[src/rtl/core/ethfd_pkg.sv]
// Types and constants for the Ethernet frame filter and EtherType dispatcher.
`default_nettype none

package ethfd_pkg;

	localparam int MAC_W     = 48;
	localparam int LEN_W     = 16;
	localparam int ETYPE_W   = 16;
	localparam int SLOT_W    = 4;
	localparam int PAYLOAD_W = 11;
	localparam int COUNT_W   = 32;

	localparam int IN_TDATA_W  = 128;
	localparam int OUT_TDATA_W = 120;

	localparam logic [LEN_W-1:0] HEADER_BYTES      = 16'd14;
	localparam logic [LEN_W-1:0] MIN_FRAME_BYTES   = 16'd60;
	localparam logic [LEN_W-1:0] MAX_FRAME_BYTES   = 16'd1514;
	localparam logic [LEN_W-1:0] MAX_PAYLOAD_BYTES = 16'd1500;

	localparam logic [7:0]       BCAST_BYTE = 8'hFF;
	localparam logic [MAC_W-1:0] BCAST_MAC  = {6{BCAST_BYTE}};

	typedef enum logic [1:0] {
		OP_FRAME      = 2'd0,
		OP_REGISTER   = 2'd1,
		OP_UNREGISTER = 2'd2,
		OP_CLEAR      = 2'd3
	} op_t;

	typedef enum logic [2:0] {
		VERDICT_DISPATCHED = 3'd0,
		VERDICT_TOO_SHORT  = 3'd1,
		VERDICT_TOO_LONG   = 3'd2,
		VERDICT_ADDR_MISS  = 3'd3,
		VERDICT_NO_HANDLER = 3'd4
	} verdict_t;

	typedef enum logic [1:0] {
		STATUS_OK         = 2'd0,
		STATUS_TABLE_FULL = 2'd1,
		STATUS_NOT_FOUND  = 2'd2
	} status_t;

	typedef struct packed {
		logic [COUNT_W-1:0]   frames_seen;
		logic [MAC_W-1:0]     last_source;
		logic [ETYPE_W-1:0]   frame_type;
		logic [PAYLOAD_W-1:0] payload_length;
		logic [SLOT_W-1:0]    handler_slot;
		status_t              op_status;
		verdict_t             frame_verdict;
	} result_t;

endpackage

`default_nettype wire

[src/rtl/core/ethernet_frame_filter_dispatch.sv]
// Ethernet receive filter with EtherType dispatch table, one word in and one word out.
// Path from input accept to result accept: input reg, then result reg.
// Throughput: 1 word per cycle while the output is not stalled; the table compare over all entries is combinational.
// Table updates take effect for the word that follows directly.
// Reset: async active low; clears table valid bits, last source, frame count, local MAC.
`default_nettype none

module ethernet_frame_filter_dispatch #(
	parameter int TABLE_ENTRIES = 16
) (
	input  wire logic                               clk,
	input  wire logic                               arst_n,

	input  wire logic                               cfg_wr_en,
	input  wire logic [ethfd_pkg::MAC_W-1:0]        cfg_wr_data,   // station MAC

	input  wire logic                               s_tvalid,
	output      logic                               s_tready,
	// frame_length[15:0], dst_mac[63:16], src_mac[111:64], eth_type[127:112]
	input  wire logic [ethfd_pkg::IN_TDATA_W-1:0]   s_tdata,
	// op[1:0]
	input  wire logic [1:0]                         s_tuser,

	output      logic                               m_tvalid,
	input  wire logic                               m_tready,
	// frame_verdict[2:0], op_status[4:3], handler_slot[8:5], payload_length[19:9],
	// frame_type[35:20], last_source[83:36], frames_seen[115:84], zero[119:116]
	output      logic [ethfd_pkg::OUT_TDATA_W-1:0]  m_tdata
);

	localparam int IDX_W = $clog2(TABLE_ENTRIES);

	// input stage
	logic                            valid_s1;
	ethfd_pkg::op_t                  op_s1;
	logic [ethfd_pkg::LEN_W-1:0]     len_s1;
	logic [ethfd_pkg::MAC_W-1:0]     dst_s1;
	logic [ethfd_pkg::MAC_W-1:0]     src_s1;
	logic [ethfd_pkg::ETYPE_W-1:0]   et_s1;

	// result stage
	logic                            valid_s2;
	ethfd_pkg::result_t              res_s2;

	// state
	logic [ethfd_pkg::MAC_W-1:0]     station_mac_q;
	logic [ethfd_pkg::ETYPE_W-1:0]   slot_type_q [TABLE_ENTRIES];
	logic [TABLE_ENTRIES-1:0]        slot_active_q;
	logic [ethfd_pkg::MAC_W-1:0]     last_source_q;
	logic [ethfd_pkg::COUNT_W-1:0]   frame_counter_q;

	logic                            adv_s1;
	logic                            in_accept;

	// lookup
	logic [TABLE_ENTRIES-1:0]        match;
	logic                            hit;
	logic [IDX_W-1:0]                hit_idx;
	logic                            has_free;
	logic [IDX_W-1:0]                free_idx;

	// step results
	ethfd_pkg::result_t              res_d;
	logic [ethfd_pkg::MAC_W-1:0]     last_source_d;
	logic [ethfd_pkg::COUNT_W-1:0]   frame_counter_d;
	logic [ethfd_pkg::LEN_W-1:0]     payload_full;
	logic                            tbl_wr;
	logic                            tbl_set;
	logic                            tbl_clr;
	logic                            tbl_clr_all;
	logic [IDX_W-1:0]                tbl_idx;

	assign adv_s1    = valid_s1 && (!valid_s2 || m_tready);
	assign s_tready  = !valid_s1 || adv_s1;
	assign in_accept = s_tvalid && s_tready;
	assign m_tvalid  = valid_s2;
	assign m_tdata   = {4'b0, res_s2};

	always_ff @(posedge clk or negedge arst_n) begin
		if (!arst_n) begin
			valid_s1 <= 1'b0;
			valid_s2 <= 1'b0;
		end else begin
			if (in_accept)
				valid_s1 <= 1'b1;
			else if (adv_s1)
				valid_s1 <= 1'b0;
			if (adv_s1)
				valid_s2 <= 1'b1;
			else if (m_tready)
				valid_s2 <= 1'b0;
		end
	end

	always_ff @(posedge clk) begin
		if (in_accept) begin
			op_s1  <= ethfd_pkg::op_t'(s_tuser);
			len_s1 <= s_tdata[15:0];
			dst_s1 <= s_tdata[63:16];
			src_s1 <= s_tdata[111:64];
			et_s1  <= s_tdata[127:112];
		end
		if (adv_s1)
			res_s2 <= res_d;
	end

	always_ff @(posedge clk or negedge arst_n) begin
		if (!arst_n)
			station_mac_q <= '0;
		else if (cfg_wr_en)
			station_mac_q <= cfg_wr_data;
	end

	// parallel compare and priority pick, lowest slot wins
	always_comb begin
		hit      = 1'b0;
		hit_idx  = '0;
		has_free = 1'b0;
		free_idx = '0;
		for (int i = 0; i < TABLE_ENTRIES; i++)
			match[i] = slot_active_q[i] && (slot_type_q[i] == et_s1);
		for (int i = TABLE_ENTRIES - 1; i >= 0; i--) begin
			if (match[i]) begin
				hit     = 1'b1;
				hit_idx = IDX_W'(i);
			end
			if (!slot_active_q[i]) begin
				has_free = 1'b1;
				free_idx = IDX_W'(i);
			end
		end
	end

	always_comb begin
		res_d           = '0;
		res_d.frame_verdict = ethfd_pkg::VERDICT_DISPATCHED;
		res_d.op_status     = ethfd_pkg::STATUS_OK;
		last_source_d   = last_source_q;
		frame_counter_d = frame_counter_q;
		payload_full    = len_s1 - ethfd_pkg::HEADER_BYTES;
		tbl_wr          = 1'b0;
		tbl_set         = 1'b0;
		tbl_clr         = 1'b0;
		tbl_clr_all     = 1'b0;
		tbl_idx         = '0;
		case (op_s1)
			ethfd_pkg::OP_FRAME: begin
				frame_counter_d = frame_counter_q + 1'b1;
				if (len_s1 < ethfd_pkg::MIN_FRAME_BYTES) begin
					res_d.frame_verdict = ethfd_pkg::VERDICT_TOO_SHORT;
				end else if (len_s1 > ethfd_pkg::MAX_FRAME_BYTES) begin
					res_d.frame_verdict = ethfd_pkg::VERDICT_TOO_LONG;
				end else if (dst_s1 != station_mac_q && dst_s1 != ethfd_pkg::BCAST_MAC) begin
					res_d.frame_verdict = ethfd_pkg::VERDICT_ADDR_MISS;
				end else if (len_s1 < ethfd_pkg::HEADER_BYTES) begin
					res_d.frame_verdict = ethfd_pkg::VERDICT_TOO_SHORT;
				end else if (payload_full > ethfd_pkg::MAX_PAYLOAD_BYTES) begin
					res_d.frame_verdict = ethfd_pkg::VERDICT_TOO_LONG;
				end else begin
					last_source_d    = src_s1;
					res_d.frame_type = et_s1;
					if (hit) begin
						res_d.handler_slot   = ethfd_pkg::SLOT_W'(hit_idx);
						res_d.payload_length = payload_full[ethfd_pkg::PAYLOAD_W-1:0];
					end else begin
						res_d.frame_verdict = ethfd_pkg::VERDICT_NO_HANDLER;
					end
				end
			end
			ethfd_pkg::OP_REGISTER: begin
				if (hit) begin
					res_d.handler_slot = ethfd_pkg::SLOT_W'(hit_idx);
				end else if (has_free) begin
					tbl_wr             = 1'b1;
					tbl_set            = 1'b1;
					tbl_idx            = free_idx;
					res_d.handler_slot = ethfd_pkg::SLOT_W'(free_idx);
				end else begin
					res_d.op_status = ethfd_pkg::STATUS_TABLE_FULL;
				end
			end
			ethfd_pkg::OP_UNREGISTER: begin
				if (hit) begin
					tbl_clr            = 1'b1;
					tbl_idx            = hit_idx;
					res_d.handler_slot = ethfd_pkg::SLOT_W'(hit_idx);
				end else begin
					res_d.op_status = ethfd_pkg::STATUS_NOT_FOUND;
				end
			end
			ethfd_pkg::OP_CLEAR: begin
				tbl_clr_all = 1'b1;
			end
			default: begin
				tbl_clr_all = 1'b0;
			end
		endcase
		res_d.last_source = last_source_d;
		res_d.frames_seen = frame_counter_d;
	end

	always_ff @(posedge clk) begin
		if (adv_s1 && tbl_wr)
			slot_type_q[tbl_idx] <= et_s1;
	end

	always_ff @(posedge clk or negedge arst_n) begin
		if (!arst_n) begin
			slot_active_q   <= '0;
			last_source_q   <= '0;
			frame_counter_q <= '0;
		end else if (adv_s1) begin
			last_source_q   <= last_source_d;
			frame_counter_q <= frame_counter_d;
			if (tbl_clr_all)
				slot_active_q <= '0;
			else if (tbl_set)
				slot_active_q[tbl_idx] <= 1'b1;
			else if (tbl_clr)
				slot_active_q[tbl_idx] <= 1'b0;
		end
	end

	a_count_step: assert property (@(posedge clk) disable iff (!arst_n)
		adv_s1 && op_s1 == ethfd_pkg::OP_FRAME
		|=> frame_counter_q == $past(frame_counter_q) + 1'b1)
		else $error("frame count did not advance on a frame word");

	a_count_hold: assert property (@(posedge clk) disable iff (!arst_n)
		!(adv_s1 && op_s1 == ethfd_pkg::OP_FRAME) |=> $stable(frame_counter_q))
		else $error("frame count moved without a frame word");

	a_stall_full: assert property (@(posedge clk) disable iff (!arst_n)
		!s_tready |-> valid_s1 && valid_s2)
		else $error("input stalled with room in the pipeline");

	a_clear_all: assert property (@(posedge clk) disable iff (!arst_n)
		adv_s1 && op_s1 == ethfd_pkg::OP_CLEAR |=> slot_active_q == '0)
		else $error("table not empty after clear");

	a_status_frame: assert property (@(posedge clk) disable iff (!arst_n)
		m_tvalid && res_s2.frame_verdict != ethfd_pkg::VERDICT_DISPATCHED
		|-> res_s2.op_status == ethfd_pkg::STATUS_OK)
		else $error("table status reported on a frame word");

endmodule

`default_nettype wire
[config.mk]
export PLATFORM = sky130hd
export DESIGN_NAME = ethernet_frame_filter_dispatch
export DESIGN_NICKNAME = d
export VERILOG_FILES = /design/src/rtl/core/ethfd_pkg.sv /design/src/rtl/core/ethernet_frame_filter_dispatch.sv
export SDC_FILE = /design/constraint.sdc
export NUM_CORES = 1
export LEC_CHECK = 0
export ABC_AREA = 1
export BUFFER_PORTS_ARGS = -buffer_cell sky130_fd_sc_hd__buf_2
export CORE_ASPECT_RATIO = 1.2
export CORE_MARGIN = 2
export CORE_UTILIZATION = 30
export DETAILED_ROUTE_END_ITERATION = 6
export PLACE_DENSITY_LB_ADDON = 0.05
export SLEW_MARGIN = 20
export SYNTH_ARGS = -nofsm -noshare
export SYNTH_HDL_FRONTEND = slang
export SYNTH_SLANG_ARGS = --single-unit
export TNS_END_PERCENT = 100
[constraint.sdc]
create_clock -name clk -period 7.53 [get_ports clk]
set_input_delay 1.1295 -clock clk [delete_from_list [all_inputs] [get_ports clk]]
set_output_delay 1.1295 -clock clk [all_outputs]
set_load 0.05 [all_outputs]
==> results.toml <==
[synthesis]
synth.avg_cell_area_sq_um = 10.73
synth-async-reset-ratio_pct = 22.53
yosys_warnings = 0
synth.cell_area_sq_um = 29930
netlist_top_cells_count = "nand2_1 (532), edfxtp_1 (502), inv_1 (272), nor2_1 (244), o21ai_0 (206)"
synth_seq_cells = 648
postSynthCellCount = 2788
synth_edf_count = 502
synth_most_common_cell = "nand2_1"
ys.flop_type = "edfxtp_1"
yosysUniqueCellTypes = 66
yosys.area.top_type_share_pct = 50.37
yosysSeqAreaShare_pct = 62.58
yosysTopAreaCell = "edfxtp_1"
yosys-top-cells-area = "edfxtp_1 (50%), dfrtp_1 (12%), nand2_1 (6.7%), o21ai_0 (3.4%), inv_1 (3.4%)"

[run_status]
status = "complete, no violations"

[floorplanning]
die_area_sq_um = 102300
die_y_microns = 350.0
ios = 305
rows = 126
start_util_pct = 30.33
core_area_sq_um = 98690
die_w_microns = 292.3

[timing]
post-route-period-util_pct = 64.25
holdWs_ns = 0.5067
rsz0062_at_grt = "no"
setup_tns_ns = 0
skew_ns = 0.02068
setup_viol = 0
setup_ws_ns = 2.692
relSlewSlack_pct = 28.13
fmax_ghz = 0.2067
tightest_slew_ns = 1.077
hold_viol_final = 0
slew_viol_final = 0
period_needed_ns = 4.838

[critical_path]
critPathKind = "reg -> reg"
arrival_ns = 5.09
crit_required_ns = 7.78
timing.rr.end = "slot_type_q[13][6]"
rrSetupSlack_ns = 2.69
cp_num_cells = 14
critPathMostFrequentCell = "nand2_1"
critPathMaxFanout = 45
critPathMaxStageDelay_ns = 0.94
reg2reg_from = "et_s1[13]"
critPathBufInv = 2
r2r_cells = 14
cp-start-kind = "flop"
crit_family = "simple AND/OR/NAND/NOR gates"
crit_chain = "buf_4 > inv_2 > or2_2 > nand2_1 > nor2_1 > nand4_1 > nand2_1 > nor2_1 > nand2_2 > nor2_8 > nand2_4 > nor2_8 > nand2_1 > nor3_4"
worstSetupEndpoint = "slot_type_q[13][6]"
crit_start = "et_s1[13]"
crit_path_end_kind = "flop"
slowest_stage = "nor3_4"

[drt]
vias = 21650
antenna_left = 0
drc = 0
wl_met2_mm = 48.25
drtIter0Drc = 1375
met1_length_mm = 39.78
met3_wirelength_mm = 5.224
wl_mm = 95.75
wire_per_inst_microns = 21.49
firstDrtPassIters = 5
vias_per_cell = 4.858
routed.top_layer = "met5"

[global_routing]
grt_pass1_wl_mm = 140.7
antenna_found_initial = 12
grt_overflow_total = 0
track_usage_pct = 18.40
grt_max_degree = 97
grt_pass1_vias = 21930

[clock_tree]
cts-buffers-inserted = 77
cts_setup_buffers = 0
cts_hold_buffers = 0
cts.htree.levels = 3
clock_path_buffers = 3
cts-root-buf = "clkbuf_16"
numClockSinks = 648
clkTransAtPathRegs_ns = 0.06
post_cts_resized = 0
tritoncts = "yes"
clk_latency_ns = 0.64

[placement]
hpwlAfterDp_mm = 64.77
placedCellCount = 4311
globalplace.congestion = 0.8639
port_buffers = 300
dpl_worst_slack_ns = 2.515

[layout]
area_growth_pct = 17.94
fillCellCount = 9854
post_layout_nonfiller_instances = 4456
fin_nets = 3301
post_route_cells_drive_above_1_share_pct = 19.00

[flow_run]
cap_violations = 0

[power_and_ir_drop]
vdd_drop_max_v = 0.0001570
p_leak_nw = 13.88
power_per_cell_area_nw_per_um2 = 282.4

[worst_hold_path]
min_path_type = "in -> async"
-- flip-flops by register name, summed over array words and instances (netlist names) --
register,flops
src_s1,48
et_s1,16
op_s1,2
slot_type_q,256
m_tvalid,1
dst_s1,48
last_source_q,48
frame_counter_q,32
station_mac_q,48
slot_active_q,16
valid_s1,1
m_tdata,116
len_s1,16
-- per-stage QoR --
step,instance area [sq um],util (%),power [mW]
after detailed placement,32760,33.20,6.328
final,35300,35.77,9.967
after global placement,32750,33.19,6.311
after global routing,35300,35.76,10.42
after CTS,35280,35.75,10.13
after floorplan,29940,-,5.790
-- kinds of logic after synthesis --
family          Yosys count  share of synthesized area, %
buf+inv                 397                         6.041
flops                   648                         62.58
fa+ha+maj                 8                        0.3345
other cells               1                       0.01253
simple gates           1165                         18.13
xor+xnor                141                         4.126
mux                      40                         1.505
compound gates          388                         7.278
-- worst min-delay path by stage --
stage | start | end | slack, ns | cells past startpoint
after floorplan | frame_counter_q[31] | frame_counter_q[31] | 0.47 | 2
after detailed placement | frame_counter_q[31] | frame_counter_q[31] | 0.49 | 2
after CTS | frame_counter_q[31] | frame_counter_q[31] | 0.51 | 2
after global routing | station_mac_q[11] | station_mac_q[11] | 0.54 | 1
after global placement | frame_counter_q[31] | frame_counter_q[31] | 0.49 | 2
final | arst_n | frame_counter_q[30] | 0.51 | 1
-- routing by layer --
| metal | global-route usage (%) | vias up |
|---|---|---|
| li1 | - | 10290 |
| met1 | 22.76 | 10510 |
| met2 | 32.49 | 685 |
| met3 | 3.309 | 148 |
| met4 | 5.850 | 18 |
| met5 | 0 | - |
-- power breakdown --
part | internal (mW) | switching (mW)
Clock | 2.19 | 1.55
Combinational | 0.410 | 1.25
Sequential | 4.36 | 0.198
Total | 6.96 | 3.00
-- cell usage in the layout, fill, tap and decap left out, types with 36 or more instances in the layout --
cell | Yosys | final
buf_2 | 27 | 299
xor2_1 | 79 | 79
nor4_1 | 52 | 52
nand2_1 | 532 | 532
xnor2_1 | 62 | 62
nand3_1 | 66 | 66
buf_4 | 22 | 43
mux2_2 | 40 | 40
inv_1 | 272 | 269
o22ai_1 | 63 | 63
edfxtp_1 | 502 | 502
nor2_1 | 244 | 243
nor3_1 | 59 | 47
a21oi_1 | 36 | 36
nand4_1 | 95 | 95
dfrtp_1 | 146 | 146
o21ai_0 | 206 | 206
clkbuf_16 | 0 | 79
-- final cells by class --
cell class | count | area, sq um | share of cell area [%]
sequential | 648 | 18730 | 53.06
multi-input combinational | 1746 | 9479 | 26.85
clock buffer | 113 | 2215 | 6.274
timing repair buffer | 343 | 1831 | 5.186
tap | 1280 | 1602 | 4.537
inverter | 294 | 1130 | 3.201
clock inverter | 29 | 306.5 | 0.8685
antenna | 3 | 7.507 | 0.02127
(Power assumes the default switching activity.)
